**src/tbsm_pkg.sv**
```systemverilog
// shared types and constants of the three-button set-up menu
package tbsm_pkg;

   localparam int DIGIT_WIDTH = 4;

   localparam logic [2:0] LED_G   = 3'b001;
   localparam logic [2:0] LED_Y   = 3'b010;
   localparam logic [2:0] LED_R   = 3'b100;
   localparam logic [2:0] LED_ALL = 3'b111;

   localparam logic [3:0] MODE_NONE = 4'd15;
   localparam logic [3:0] MODE_EU   = 4'd0;
   localparam logic [3:0] MODE_US   = 4'd1;
   localparam logic [3:0] MODE_ASIA = 4'd2;
   localparam logic [3:0] MODE_MIN  = 4'd3;
   localparam logic [3:0] MODE_MID  = 4'd4;
   localparam logic [3:0] MODE_MAX  = 4'd5;

   localparam logic [15:0] SECONDS_PER_MINUTE = 16'd60;
   localparam logic [15:0] SECONDS_PER_TEN    = 16'd10;
   localparam logic [7:0]  HOLD_LED_TICKS     = 8'd2;
   localparam logic [7:0]  STEP_MAX           = 8'd255;

   // register indexes
   localparam logic [2:0] REG_ENTER_LOW    = 3'd0;
   localparam logic [2:0] REG_ENTER_HIGH   = 3'd1;
   localparam logic [2:0] REG_MAX_DELAY    = 3'd2;
   localparam logic [2:0] REG_MIN_LOCK     = 3'd3;
   localparam logic [2:0] REG_MAX_LOCK     = 3'd4;
   localparam logic [2:0] REG_INIT_LOCK    = 3'd5;
   localparam logic [2:0] REG_INIT_RF_MODE = 3'd6;

   // register reset values
   localparam logic [7:0]  ENTER_LOW_RESET    = 8'd4;
   localparam logic [7:0]  ENTER_HIGH_RESET   = 8'd12;
   localparam logic [7:0]  MAX_DELAY_RESET    = 8'd6;
   localparam logic [15:0] MIN_LOCK_RESET     = 16'd2;
   localparam logic [15:0] MAX_LOCK_RESET     = 16'd1340;
   localparam logic [15:0] INIT_LOCK_RESET    = 16'd20;
   localparam logic [2:0]  INIT_RF_MODE_RESET = 3'd0;

   typedef enum logic [3:0] {
      S_IDLE,
      S_SHOW_CUR_TIME,
      S_WAIT_SETUP,
      S_WAIT_SET_TIME,
      S_SET_TIME,
      S_SHOW_TIME,
      S_WAIT_SHOW_FREQ,
      S_SHOW_CUR_FREQ,
      S_SET_FREQ,
      S_SHOW_FREQ,
      S_CHECK_STOP
   } menu_state_type;

   typedef struct packed {
      logic [7:0]  enter_low;
      logic [7:0]  enter_high;
      logic [7:0]  max_delay;
      logic [15:0] min_lock_ticks;
      logic [15:0] max_lock_ticks;
   } cfg_type;

   typedef struct packed {
      logic        lock_load;
      logic [15:0] lock_value;
      logic        rf_load;
      logic [2:0]  rf_value;
   } load_type;

   typedef struct packed {
      logic [2:0]  led_levels;
      logic        menu_active;
      logic        save_request;
      logic        stop_request;
      logic        blink_request;
      logic [15:0] lock_ticks_now;
      logic [2:0]  rf_mode_now;
   } result_type;

endpackage

```
**src/tbsm_core.sv**
```systemverilog
// menu state registers and the one-tick next-state logic
module tbsm_core #(
   parameter int TICKS_PER_SECOND = 2,
   parameter int DIGIT_LIMIT      = 10
) (
   input  logic                clock,
   input  logic                reset,
   input  logic                step,
   input  logic                btn_green,
   input  logic                btn_yellow,
   input  logic                btn_red,
   input  tbsm_pkg::cfg_type   cfg,
   input  tbsm_pkg::load_type  load,
   output tbsm_pkg::result_type result
);
   import tbsm_pkg::*;

   localparam logic [DIGIT_WIDTH-1:0] DIGIT_MAX = DIGIT_WIDTH'(DIGIT_LIMIT);
   localparam logic [15:0] TPS = 16'(TICKS_PER_SECOND);
   // exact reciprocal for 16-bit dividends
   localparam int  DIV_SHIFT = 16 + $clog2(TICKS_PER_SECOND);
   localparam longint DIV_MULT_L =
      ((64'd1 << DIV_SHIFT) + longint'(TICKS_PER_SECOND) - 1) / TICKS_PER_SECOND;
   localparam logic [16:0] DIV_MULT = 17'(DIV_MULT_L);

   typedef struct packed {
      logic [2:0]  led;
      logic [7:0]  sc;
      logic [15:0] sl;
      logic        done;
   } time_pulse_type;

   typedef struct packed {
      logic [2:0] led;
      logic [7:0] sc;
      logic       done;
   } freq_pulse_type;

   menu_state_type         state_ff, state_in;
   logic [7:0]             step_count_ff, step_count_in;
   logic [15:0]            seconds_left_ff, seconds_left_in;
   logic [DIGIT_WIDTH-1:0] unit_ff, unit_in, tens_ff, tens_in, minute_ff, minute_in;
   logic                   await_ff, await_in;
   logic [3:0]             pending_mode_ff, pending_mode_in;
   logic [15:0]            lock_ff, lock_in;
   logic [2:0]             rf_ff, rf_in;
   logic [2:0]             led_ff, led_in;
   // seconds_left still to be derived from the registered lock time
   logic                   sec_load_ff, sec_load_in;

   logic [32:0] div_prod;
   logic [15:0] div_secs;

   assign div_prod = 33'(lock_ff) * 33'(DIV_MULT);
   assign div_secs = 16'(div_prod >> DIV_SHIFT);

   function automatic time_pulse_type time_pulse(input logic [2:0] led,
                                                 input logic [7:0] sc,
                                                 input logic [15:0] sl);
      time_pulse_type p;
      p.led = led;
      p.sl  = sl;
      if (sc == 8'd0) begin
         if (sl >= SECONDS_PER_MINUTE) begin
            p.led = led | LED_R;
            p.sl  = sl - SECONDS_PER_MINUTE;
         end else if (sl >= SECONDS_PER_TEN) begin
            p.led = led | LED_Y;
            p.sl  = sl - SECONDS_PER_TEN;
         end else if (sl >= 16'd1) begin
            p.led = led | LED_G;
            p.sl  = sl - 16'd1;
         end
         p.sc = 8'd1;
      end else begin
         p.led = 3'b000;
         p.sc  = 8'd0;
      end
      p.done = (p.sl == 16'd0) && (p.sc == 8'd0);
      return p;
   endfunction

   function automatic freq_pulse_type freq_pulse(input logic [2:0] led,
                                                 input logic [7:0] sc,
                                                 input logic [2:0] rf);
      freq_pulse_type p;
      p.led  = led;
      p.sc   = sc;
      p.done = 1'b0;
      case (sc)
         8'd0: begin
            if (rf == MODE_EU[2:0] || rf == MODE_MIN[2:0]) p.led = led | LED_G;
            else if (rf == MODE_US[2:0] || rf == MODE_MID[2:0]) p.led = led | LED_Y;
            else if (rf == MODE_ASIA[2:0] || rf == MODE_MAX[2:0]) p.led = led | LED_R;
            p.sc = 8'd1;
         end
         8'd1: begin
            p.led = 3'b000;
            p.sc  = 8'd2;
         end
         8'd2: begin
            if (rf == MODE_MIN[2:0]) p.led = led | LED_G;
            else if (rf == MODE_MID[2:0]) p.led = led | LED_Y;
            else if (rf == MODE_MAX[2:0]) p.led = led | LED_R;
            p.sc = 8'd3;
         end
         default: begin
            p.led  = 3'b000;
            p.done = 1'b1;
         end
      endcase
      return p;
   endfunction

   always_comb begin
      logic           any;
      logic           active, save, stop, blink;
      logic [15:0]    t;
      time_pulse_type tp;
      freq_pulse_type fp;

      any    = btn_green || btn_yellow || btn_red;
      active = (state_ff != S_IDLE);
      save   = 1'b0;
      stop   = 1'b0;
      blink  = 1'b0;
      t      = 16'(minute_ff) * SECONDS_PER_MINUTE + 16'(tens_ff) * SECONDS_PER_TEN
               + 16'(unit_ff);
      t      = t * TPS;
      tp     = '0;
      fp     = '0;

      state_in        = state_ff;
      step_count_in   = step_count_ff;
      seconds_left_in = sec_load_ff ? div_secs : seconds_left_ff;
      unit_in         = unit_ff;
      tens_in         = tens_ff;
      minute_in       = minute_ff;
      await_in        = await_ff;
      pending_mode_in = pending_mode_ff;
      lock_in         = lock_ff;
      rf_in           = rf_ff;
      led_in          = led_ff;
      sec_load_in     = 1'b0;

      case (state_ff)
         S_SHOW_CUR_TIME: begin
            tp = time_pulse(led_in, step_count_in, seconds_left_in);
            led_in          = tp.led;
            step_count_in   = tp.sc;
            seconds_left_in = tp.sl;
            if (tp.done) begin
               state_in      = S_WAIT_SETUP;
               step_count_in = 8'd0;
            end else if (any) begin
               state_in = S_IDLE;
            end
         end
         S_WAIT_SETUP: begin
            if (btn_yellow) begin
               state_in      = S_WAIT_SET_TIME;
               unit_in       = '0;
               tens_in       = '0;
               minute_in     = '0;
               step_count_in = 8'd0;
               await_in      = 1'b0;
               blink         = 1'b1;
            end else if (btn_green) begin
               state_in      = S_WAIT_SHOW_FREQ;
               led_in        = led_in | LED_G;
               step_count_in = 8'd0;
            end else if (btn_red) begin
               state_in      = S_CHECK_STOP;
               led_in        = led_in | LED_R;
               step_count_in = 8'd0;
            end else begin
               if (step_count_in != STEP_MAX) step_count_in = step_count_in + 8'd1;
               if (step_count_in >= cfg.max_delay) state_in = S_IDLE;
            end
         end
         S_CHECK_STOP: begin
            if (btn_red) begin
               if (step_count_in != STEP_MAX) step_count_in = step_count_in + 8'd1;
            end else begin
               state_in = S_IDLE;
               if (step_count_in > cfg.enter_low && step_count_in < cfg.enter_high) begin
                  stop          = 1'b1;
                  step_count_in = 8'd0;
                  led_in        = led_in & ~LED_R;
               end else begin
                  blink = 1'b1;
               end
            end
         end
         S_WAIT_SET_TIME: begin
            if (!any) state_in = S_SET_TIME;
         end
         S_SET_TIME: begin
            if (!(await_ff && any)) begin
               await_in = 1'b0;
               if (btn_green) begin
                  if (unit_ff < DIGIT_MAX) begin
                     led_in        = led_in | LED_G;
                     unit_in       = unit_ff + 1'b1;
                     await_in      = 1'b1;
                     step_count_in = 8'd0;
                  end
               end else if (btn_yellow) begin
                  if (tens_ff < DIGIT_MAX) begin
                     led_in        = led_in | LED_Y;
                     tens_in       = tens_ff + 1'b1;
                     await_in      = 1'b1;
                     step_count_in = 8'd0;
                  end
               end else if (btn_red) begin
                  if (minute_ff < DIGIT_MAX) begin
                     led_in        = led_in | LED_R;
                     minute_in     = minute_ff + 1'b1;
                     await_in      = 1'b1;
                     step_count_in = 8'd0;
                  end
               end else if (step_count_in >= cfg.max_delay) begin
                  led_in = 3'b000;
                  if (t != 16'd0) begin
                     // minimum first, so the maximum wins when the limits cross
                     if (t < cfg.min_lock_ticks) t = cfg.min_lock_ticks;
                     if (t > cfg.max_lock_ticks) t = cfg.max_lock_ticks;
                     lock_in       = t;
                     state_in      = S_SHOW_TIME;
                     step_count_in = 8'd1;
                     led_in        = LED_ALL;
                     sec_load_in   = 1'b1;
                     save          = 1'b1;
                  end else begin
                     // empty time entry: keep the stored lock time
                     state_in      = S_IDLE;
                     step_count_in = 8'd0;
                  end
               end else begin
                  if (step_count_in != STEP_MAX) step_count_in = step_count_in + 8'd1;
                  led_in = 3'b000;
               end
            end
         end
         S_SHOW_TIME: begin
            tp = time_pulse(led_in, step_count_in, seconds_left_in);
            led_in          = tp.led;
            step_count_in   = tp.sc;
            seconds_left_in = tp.sl;
            if (tp.done) state_in = S_IDLE;
         end
         S_WAIT_SHOW_FREQ: begin
            if (btn_green) begin
               if (step_count_in != STEP_MAX) step_count_in = step_count_in + 8'd1;
            end else begin
               led_in = led_in & ~LED_G;
               if (step_count_in >= cfg.enter_low && step_count_in < cfg.enter_high) begin
                  led_in        = 3'b000;
                  step_count_in = 8'd0;
                  state_in      = S_SHOW_CUR_FREQ;
               end else begin
                  state_in      = S_IDLE;
                  step_count_in = 8'd0;
               end
            end
         end
         S_SHOW_CUR_FREQ: begin
            fp = freq_pulse(led_in, step_count_in, rf_ff);
            led_in        = fp.led;
            step_count_in = fp.sc;
            if (fp.done) begin
               pending_mode_in = MODE_NONE;
               step_count_in   = 8'd0;
               state_in        = S_SET_FREQ;
            end
         end
         S_SET_FREQ: begin
            if (step_count_in != STEP_MAX) step_count_in = step_count_in + 8'd1;
            if (btn_green) begin
               led_in          = led_in | LED_G;
               pending_mode_in = MODE_EU;
            end
            if (btn_yellow) begin
               led_in          = led_in | LED_Y;
               pending_mode_in = MODE_US;
            end
            if (btn_red) begin
               led_in          = led_in | LED_R;
               pending_mode_in = MODE_ASIA;
            end
            if (step_count_in >= cfg.max_delay) begin
               // long press picks the power modes
               led_in = 3'b000;
               if (btn_green) pending_mode_in = MODE_MIN;
               if (btn_yellow) pending_mode_in = MODE_MID;
               if (btn_red) pending_mode_in = MODE_MAX;
               if (pending_mode_in != MODE_NONE) rf_in = pending_mode_in[2:0];
               step_count_in = 8'd0;
               save          = 1'b1;
               state_in      = S_SHOW_FREQ;
            end
         end
         S_SHOW_FREQ: begin
            fp = freq_pulse(led_in, step_count_in, rf_ff);
            led_in        = fp.led;
            step_count_in = fp.sc;
            if (fp.done) state_in = S_IDLE;
         end
         default: begin
            state_in = S_IDLE;
            if (btn_green && !btn_yellow && btn_red) begin
               active = 1'b1;
               if (step_count_in != STEP_MAX) step_count_in = step_count_in + 8'd1;
               if (step_count_in > HOLD_LED_TICKS) led_in = led_in | LED_G | LED_R;
            end else if (step_count_in > cfg.enter_low && step_count_in < cfg.enter_high) begin
               active        = 1'b1;
               state_in      = S_SHOW_CUR_TIME;
               step_count_in = 8'd1;
               led_in        = led_in | LED_ALL;
               sec_load_in   = 1'b1;
            end else begin
               step_count_in = 8'd0;
            end
         end
      endcase

      result.led_levels     = led_in;
      result.menu_active    = active;
      result.save_request   = save;
      result.stop_request   = stop;
      result.blink_request  = blink;
      result.lock_ticks_now = lock_in;
      result.rf_mode_now    = rf_in;
   end

   always_ff @(posedge clock) begin
      if (reset) begin
         state_ff        <= S_IDLE;
         step_count_ff   <= 8'd0;
         seconds_left_ff <= 16'd0;
         unit_ff         <= '0;
         tens_ff         <= '0;
         minute_ff       <= '0;
         await_ff        <= 1'b0;
         pending_mode_ff <= MODE_NONE;
         lock_ff         <= INIT_LOCK_RESET;
         rf_ff           <= INIT_RF_MODE_RESET;
         led_ff          <= 3'b000;
         sec_load_ff     <= 1'b0;
      end else begin
         if (step) begin
            state_ff        <= state_in;
            step_count_ff   <= step_count_in;
            seconds_left_ff <= seconds_left_in;
            unit_ff         <= unit_in;
            tens_ff         <= tens_in;
            minute_ff       <= minute_in;
            await_ff        <= await_in;
            pending_mode_ff <= pending_mode_in;
            led_ff          <= led_in;
            sec_load_ff     <= sec_load_in;
         end else if (sec_load_ff) begin
            // settle the seconds before a lock time write can change them
            seconds_left_ff <= div_secs;
            sec_load_ff     <= 1'b0;
         end
         if (load.lock_load) lock_ff <= load.lock_value;
         else if (step) lock_ff <= lock_in;
         if (load.rf_load) rf_ff <= load.rf_value;
         else if (step) rf_ff <= rf_in;
      end
   end

   a_sec_load_in_show: assert property (@(posedge clock) disable iff (reset)
      sec_load_ff |-> (state_ff == S_SHOW_CUR_TIME || state_ff == S_SHOW_TIME))
      else $error("seconds load pending outside a time display");

   a_digits_limited: assert property (@(posedge clock) disable iff (reset)
      unit_ff <= DIGIT_MAX && tens_ff <= DIGIT_MAX && minute_ff <= DIGIT_MAX)
      else $error("entry digit beyond its limit");

   a_sec_load_settles: assert property (@(posedge clock) disable iff (reset)
      (sec_load_ff && !step) |=> !sec_load_ff)
      else $error("seconds load not settled");

   a_save_with_show: assert property (@(posedge clock) disable iff (reset)
      (step && result.save_request) |=> (state_ff == S_SHOW_TIME || state_ff == S_SHOW_FREQ))
      else $error("save request without a following display");

endmodule

```
**src/three_button_setup_menu_top.sv**
```systemverilog
// top level of the three-button set-up menu: stream ports, csr port, result buffer
//
// One request (three button samples of a tick) is taken per clock while the skid register
// is empty; its result, the LED levels, menu flags, pulses and stored settings, comes from
// the combinational menu update between the state registers and is registered in the
// output register, or in the skid register while a result waits there. That skid
// register behind the output register lets one more request in while a result waits.
// The lock time shown as pulses is divided into seconds by a constant reciprocal
// multiply on the registered lock time. Registers lie at byte address 4*index;
// writing the initial lock time or radio mode also loads it into the live setting.
module three_button_setup_menu_top #(
   parameter int TICKS_PER_SECOND = 2,
   parameter int DIGIT_LIMIT      = 10
) (
   input  logic        clock,
   input  logic        reset,
   input  logic        req_tvalid,
   output logic        req_tready,
   // [0] btn_green, [1] btn_yellow, [2] btn_red, [7:3] zero
   input  logic [7:0]  req_tdata,
   output logic        rsp_tvalid,
   input  logic        rsp_tready,
   // [2:0] led_levels, [3] menu_active, [4] save_request, [5] stop_request,
   // [6] blink_request, [22:7] lock_ticks_now, [25:23] rf_mode_now, [31:26] zero
   output logic [31:0] rsp_tdata,
   input  logic        csr_psel,
   input  logic        csr_penable,
   input  logic        csr_pwrite,
   input  logic [4:0]  csr_paddr,
   input  logic [31:0] csr_pwdata,
   output logic [31:0] csr_prdata,
   output logic        csr_pready
);
   import tbsm_pkg::*;

   logic [7:0]  enter_low_ff, enter_high_ff, max_delay_ff;
   logic [15:0] min_lock_ff, max_lock_ff, init_lock_ff;
   logic [2:0]  init_rf_ff;

   cfg_type    cfg;
   load_type   load;
   result_type result;

   logic       out_valid_ff, skid_valid_ff;
   logic [31:0] out_data_ff, skid_data_ff;
   logic [31:0] new_data;
   logic        accept, pop, csr_write;
   logic [2:0]  reg_index;

   assign csr_pready = 1'b1;
   assign reg_index  = csr_paddr[4:2];
   assign csr_write  = csr_psel && csr_penable && csr_pwrite && csr_pready;

   always_ff @(posedge clock) begin
      if (reset) begin
         enter_low_ff  <= ENTER_LOW_RESET;
         enter_high_ff <= ENTER_HIGH_RESET;
         max_delay_ff  <= MAX_DELAY_RESET;
         min_lock_ff   <= MIN_LOCK_RESET;
         max_lock_ff   <= MAX_LOCK_RESET;
         init_lock_ff  <= INIT_LOCK_RESET;
         init_rf_ff    <= INIT_RF_MODE_RESET;
      end else if (csr_write) begin
         case (reg_index)
            REG_ENTER_LOW:    enter_low_ff  <= csr_pwdata[7:0];
            REG_ENTER_HIGH:   enter_high_ff <= csr_pwdata[7:0];
            REG_MAX_DELAY:    max_delay_ff  <= csr_pwdata[7:0];
            REG_MIN_LOCK:     min_lock_ff   <= csr_pwdata[15:0];
            REG_MAX_LOCK:     max_lock_ff   <= csr_pwdata[15:0];
            REG_INIT_LOCK:    init_lock_ff  <= csr_pwdata[15:0];
            REG_INIT_RF_MODE: init_rf_ff    <= csr_pwdata[2:0];
            default: ;
         endcase
      end
   end

   always_comb begin
      case (reg_index)
         REG_ENTER_LOW:    csr_prdata = {24'd0, enter_low_ff};
         REG_ENTER_HIGH:   csr_prdata = {24'd0, enter_high_ff};
         REG_MAX_DELAY:    csr_prdata = {24'd0, max_delay_ff};
         REG_MIN_LOCK:     csr_prdata = {16'd0, min_lock_ff};
         REG_MAX_LOCK:     csr_prdata = {16'd0, max_lock_ff};
         REG_INIT_LOCK:    csr_prdata = {16'd0, init_lock_ff};
         REG_INIT_RF_MODE: csr_prdata = {29'd0, init_rf_ff};
         default:          csr_prdata = 32'd0;
      endcase
   end

   assign cfg.enter_low      = enter_low_ff;
   assign cfg.enter_high     = enter_high_ff;
   assign cfg.max_delay      = max_delay_ff;
   assign cfg.min_lock_ticks = min_lock_ff;
   assign cfg.max_lock_ticks = max_lock_ff;

   assign load.lock_load  = csr_write && (reg_index == REG_INIT_LOCK);
   assign load.lock_value = csr_pwdata[15:0];
   assign load.rf_load    = csr_write && (reg_index == REG_INIT_RF_MODE);
   assign load.rf_value   = csr_pwdata[2:0];

   assign req_tready = !skid_valid_ff;
   assign accept     = req_tvalid && req_tready;
   assign pop        = out_valid_ff && rsp_tready;

   tbsm_core #(
      .TICKS_PER_SECOND(TICKS_PER_SECOND),
      .DIGIT_LIMIT     (DIGIT_LIMIT)
   ) u_core (
      .clock     (clock),
      .reset     (reset),
      .step      (accept),
      .btn_green (req_tdata[0]),
      .btn_yellow(req_tdata[1]),
      .btn_red   (req_tdata[2]),
      .cfg       (cfg),
      .load      (load),
      .result    (result)
   );

   assign new_data = {6'd0, result.rf_mode_now, result.lock_ticks_now,
                      result.blink_request, result.stop_request, result.save_request,
                      result.menu_active, result.led_levels};

   always_ff @(posedge clock) begin
      if (reset) begin
         out_valid_ff  <= 1'b0;
         skid_valid_ff <= 1'b0;
      end else if (!out_valid_ff || pop) begin
         if (skid_valid_ff) begin
            out_valid_ff  <= 1'b1;
            skid_valid_ff <= 1'b0;
         end else begin
            out_valid_ff <= accept;
         end
      end else if (accept) begin
         skid_valid_ff <= 1'b1;
      end
   end

   always_ff @(posedge clock) begin
      if (!out_valid_ff || pop) begin
         if (skid_valid_ff) out_data_ff <= skid_data_ff;
         else if (accept) out_data_ff <= new_data;
      end else if (accept) begin
         skid_data_ff <= new_data;
      end
   end

   assign rsp_tvalid = out_valid_ff;
   assign rsp_tdata  = out_data_ff;

   a_skid_behind_out: assert property (@(posedge clock) disable iff (reset)
      skid_valid_ff |-> out_valid_ff)
      else $error("skid holds a result while the output register is empty");

endmodule
```
**config.mk**
```make
export PLATFORM = sky130hd
export DESIGN_NAME = three_button_setup_menu_top
export DESIGN_NICKNAME = d
export VERILOG_FILES = /design/src/tbsm_pkg.sv /design/src/tbsm_core.sv /design/src/three_button_setup_menu_top.sv
export SDC_FILE = /design/constraint.sdc
export NUM_CORES = 1
export LEC_CHECK = 0
export BUFFER_PORTS_ARGS = -buffer_cell sky130_fd_sc_hd__buf_2
export CORE_MARGIN = 2
export CORE_UTILIZATION = 45
export CTS_BUF_LIST = sky130_fd_sc_hd__clkbuf_4 sky130_fd_sc_hd__clkbuf_8
export DETAILED_ROUTE_END_ITERATION = 10
export HOLD_SLACK_MARGIN = 0.08
export SYNTH_ARGS = -nofsm -noshare
export SYNTH_HDL_FRONTEND = slang
export SYNTH_SLANG_ARGS = --single-unit
```
**constraint.sdc**
```tcl
create_clock -name clock -period 12.5 [get_ports clock]
set_input_delay 2.5 -clock clock [delete_from_list [all_inputs] [get_ports clock]]
set_output_delay 2.5 -clock clock [all_outputs]
set_load 0.01 [all_outputs]
```
==> impl_metrics.toml <==
[logic_synthesis]
synth_area_um2 = 13600
synth_edf_count = 52
yosysTopAreaCell = "dfxtp_1"
synth_commonest_cells = "nand2_1 (213), dfxtp_1 (145), nor2_1 (133), a21oi_1 (120), inv_1 (105)"
synth_fa_ha_area_share_pct = 10.3
synth_compound_area_share_pct = 18.4
avgSynthCellArea_um2 = 8.35
synth-simple-area-share_pct = 19.3
synthMuxAreaShare_pct = 9.83
synth_top_family_by_area = "simple AND/OR/NAND/NOR gates"
ys_seq_elements = 197
synthXorXnorAreaFrac_pct = 2.56
synth_top_area_share_pct = 21.3
ys_top_cells_by_area = "dfxtp_1 (21%), edfxtp_1 (11%), ha_1 (9.1%), nand2_1 (5.9%), mux2i_1 (5.1%)"
yosysWarnings = 0
synth.most_common_cell = "nand2_1"
synth.distinct_cells = 92
synth_ff_type = "dfxtp_1"
ys_async_sr_fraction_pct = 0
syn_inst = 1630
yosysSeqAreaShare_pct = 32.8

[placement]
dp_slack_ns = 3.44
dp_cells = 2022
port_buffers = 72
globalplace.congestion = 0.927
hpwl_um = 29400

[clocking]
cts_root_buf = "clkbuf_8"
cts_inserted_buffers = 17
path_clk_slew_ns = 0.11
hold_buffers = 0
cts_num_sinks = 197
cts_tree = "done"
cts.path.max_buffers = 2
cts_resized = 0
insertion_delay_ns = 0.49
post_cts_buffers = 0
cts_htree_levels = 4

[drt]
wl_met3_um = 1880
drt-pass1-iter-count = 7
wl_per_cell_um = 19.3
met2_length_um = 18600
drc = 0
ant_nets = 0
highest_layer = "met4"
wl_met1_um = 17700
drt_iter0_drc = 1030
vias_per_cell = 5.75
num_vias = 11817
wirelength_um = 39600

[timing]
tns_ns = 0
hold_viol = 0
holdWs_ns = 0.454
slew_viol_final = 0
fmax_mhz = 110
setup_ws_ns = 3.40
fin_skew_ns = 0.0142
setup_violations = 0
min_period_ns = 9.10
rsz0062_at_grt = "no"
finalCritPeriodShare_pct = 72.8
maxSlewHeadroom_pct = 22.7
worstMarginPinSlew_ns = 1.16

[global_route]
grt_usage_pct = 25.2
grt_max_degree = 79
grt_pass1_wl_um = 61800
overflow = 0
antenna_found_initial = 0
grt_pass1_vias = 11104

[setup_path]
critical_path_class = "register to register"
end_kind = "register"
max_stage_delay_ns = 0.93
crit_slowest_cell = "a31oi_2"
required_ns = 12.75
start_kind = "register"
crit_fanout = 18
cp.arrival_ns = 9.36

[finish]
instances_no_fill = 2054
drive_gt1_share_pct = 12.7
syn_to_final_growth_pct = 6.83
diodes = 0
final_nets = 1810
finish.utilization_pct = 48.9

[floorplanning]
die_h_um = 178
design.die.area_um2 = 31700
die_x_um = 178
fp-row-count = 63
initial_core_util_pct = 45.8
io_pins = 119
coreArea_um2 = 29700

[min_path]
worstHoldPathType = "register to register"

[power]
power.leakage_nw = 6.10
power_density_nw_per_um2 = 144
vdd_drop_max_mv = 0.0859

[flow_run]
cap_viol_max_count = 0

[status]
status = "finished, final reports clean"
## routing by layer
layer / GRT usage (%) / vias to the layer above
met5: 0 / -
met2: 41.4 / 350
met1: 33.3 / 5585
li1: - / 5807
met3: 3.88 / 75
met4: 9.73 / 0
## cell type report
cell class	instances	area, um^2
repair buffers	85	460
fillers	2922	15200
flip-flops and latches	197	4460
clock buffers	18	241
well taps	390	488
multi-input cells	1244	8340
clock inverters	14	154
inverters	106	398
## critical path, delay by kind of cell (launching register included)
kind                     cells  cell delay, ns
AO/OA/AOI/OAI               11            2.67
adder cells (fa/ha/maj)      6            2.48
multiplexers                 4            1.41
XOR/XNOR                     3            0.89
AND/OR/NAND/NOR              4            0.59
flip-flops                   1            0.40
buffers and inverters        3            0.38
## cell usage in the layout (no fill, tap or decap), drive strengths merged, types with 17 or more instances in the layout
cell type	n
nand2	214
dfxtp	145
nor2	134
a21oi	121
inv	108
o21ai	100
ha	99
buf	85
mux2i	71
nand3	57
edfxtp	52
mux2	51
nor3	32
xnor2	26
conb	24
nand4	21
a21o	20
a211oi	19
o211ai	18
clkbuf	18
a22oi	17
## kinds of logic after synthesis
group	count (synthesis)
and+or+nand+nor	558
AOI/OAI and AO/OA	392
buffers and inverters	211
DFF	197
muxes	124
adders and majority gates	107
xor gates and xnor gates	39
other	2
## final timing paths
kind | slack [ns] | end | start | cells past startpoint
hold / removal | 0.45 | init_lock_ff[4] | init_lock_ff[4] | 2
setup / recovery | 3.40 | rsp_tdata[13] | u_core.minute_ff[0] | 31
hold reg to reg | 0.45 | init_lock_ff[4] | init_lock_ff[4] | 2
setup reg to reg | 3.40 | rsp_tdata[13] | u_core.minute_ff[0] | 31
## through the flow
stage / instance area, um^2 / power, mW
after floorplan: 13700 / 1.44
after global placement: 14100 / 1.65
after detailed placement: 14100 / 1.66
after CTS: 14500 / 2.09
after global routing: 14500 / 2.22
final: 14500 / 2.10
## report_power, final
part	leakage [nW]	internal, mW	switching (mW)
logic	4.22	0.328	0.568
clock network	0.184	0.182	0.250
registers	1.69	0.706	0.0621
## state kept, by name, indices dropped and copies added (netlist names), 8 cells and up
name,count
u_core.lock_ff,16
rsp_tdata,26
u_core.seconds_left_ff,16
max_delay_ff,8
max_lock_ff,16
skid_data_ff,26
init_lock_ff,16
min_lock_ff,16
u_core.step_count_ff,8
enter_high_ff,8
enter_low_ff,8
(Power assumes the default switching activity.)
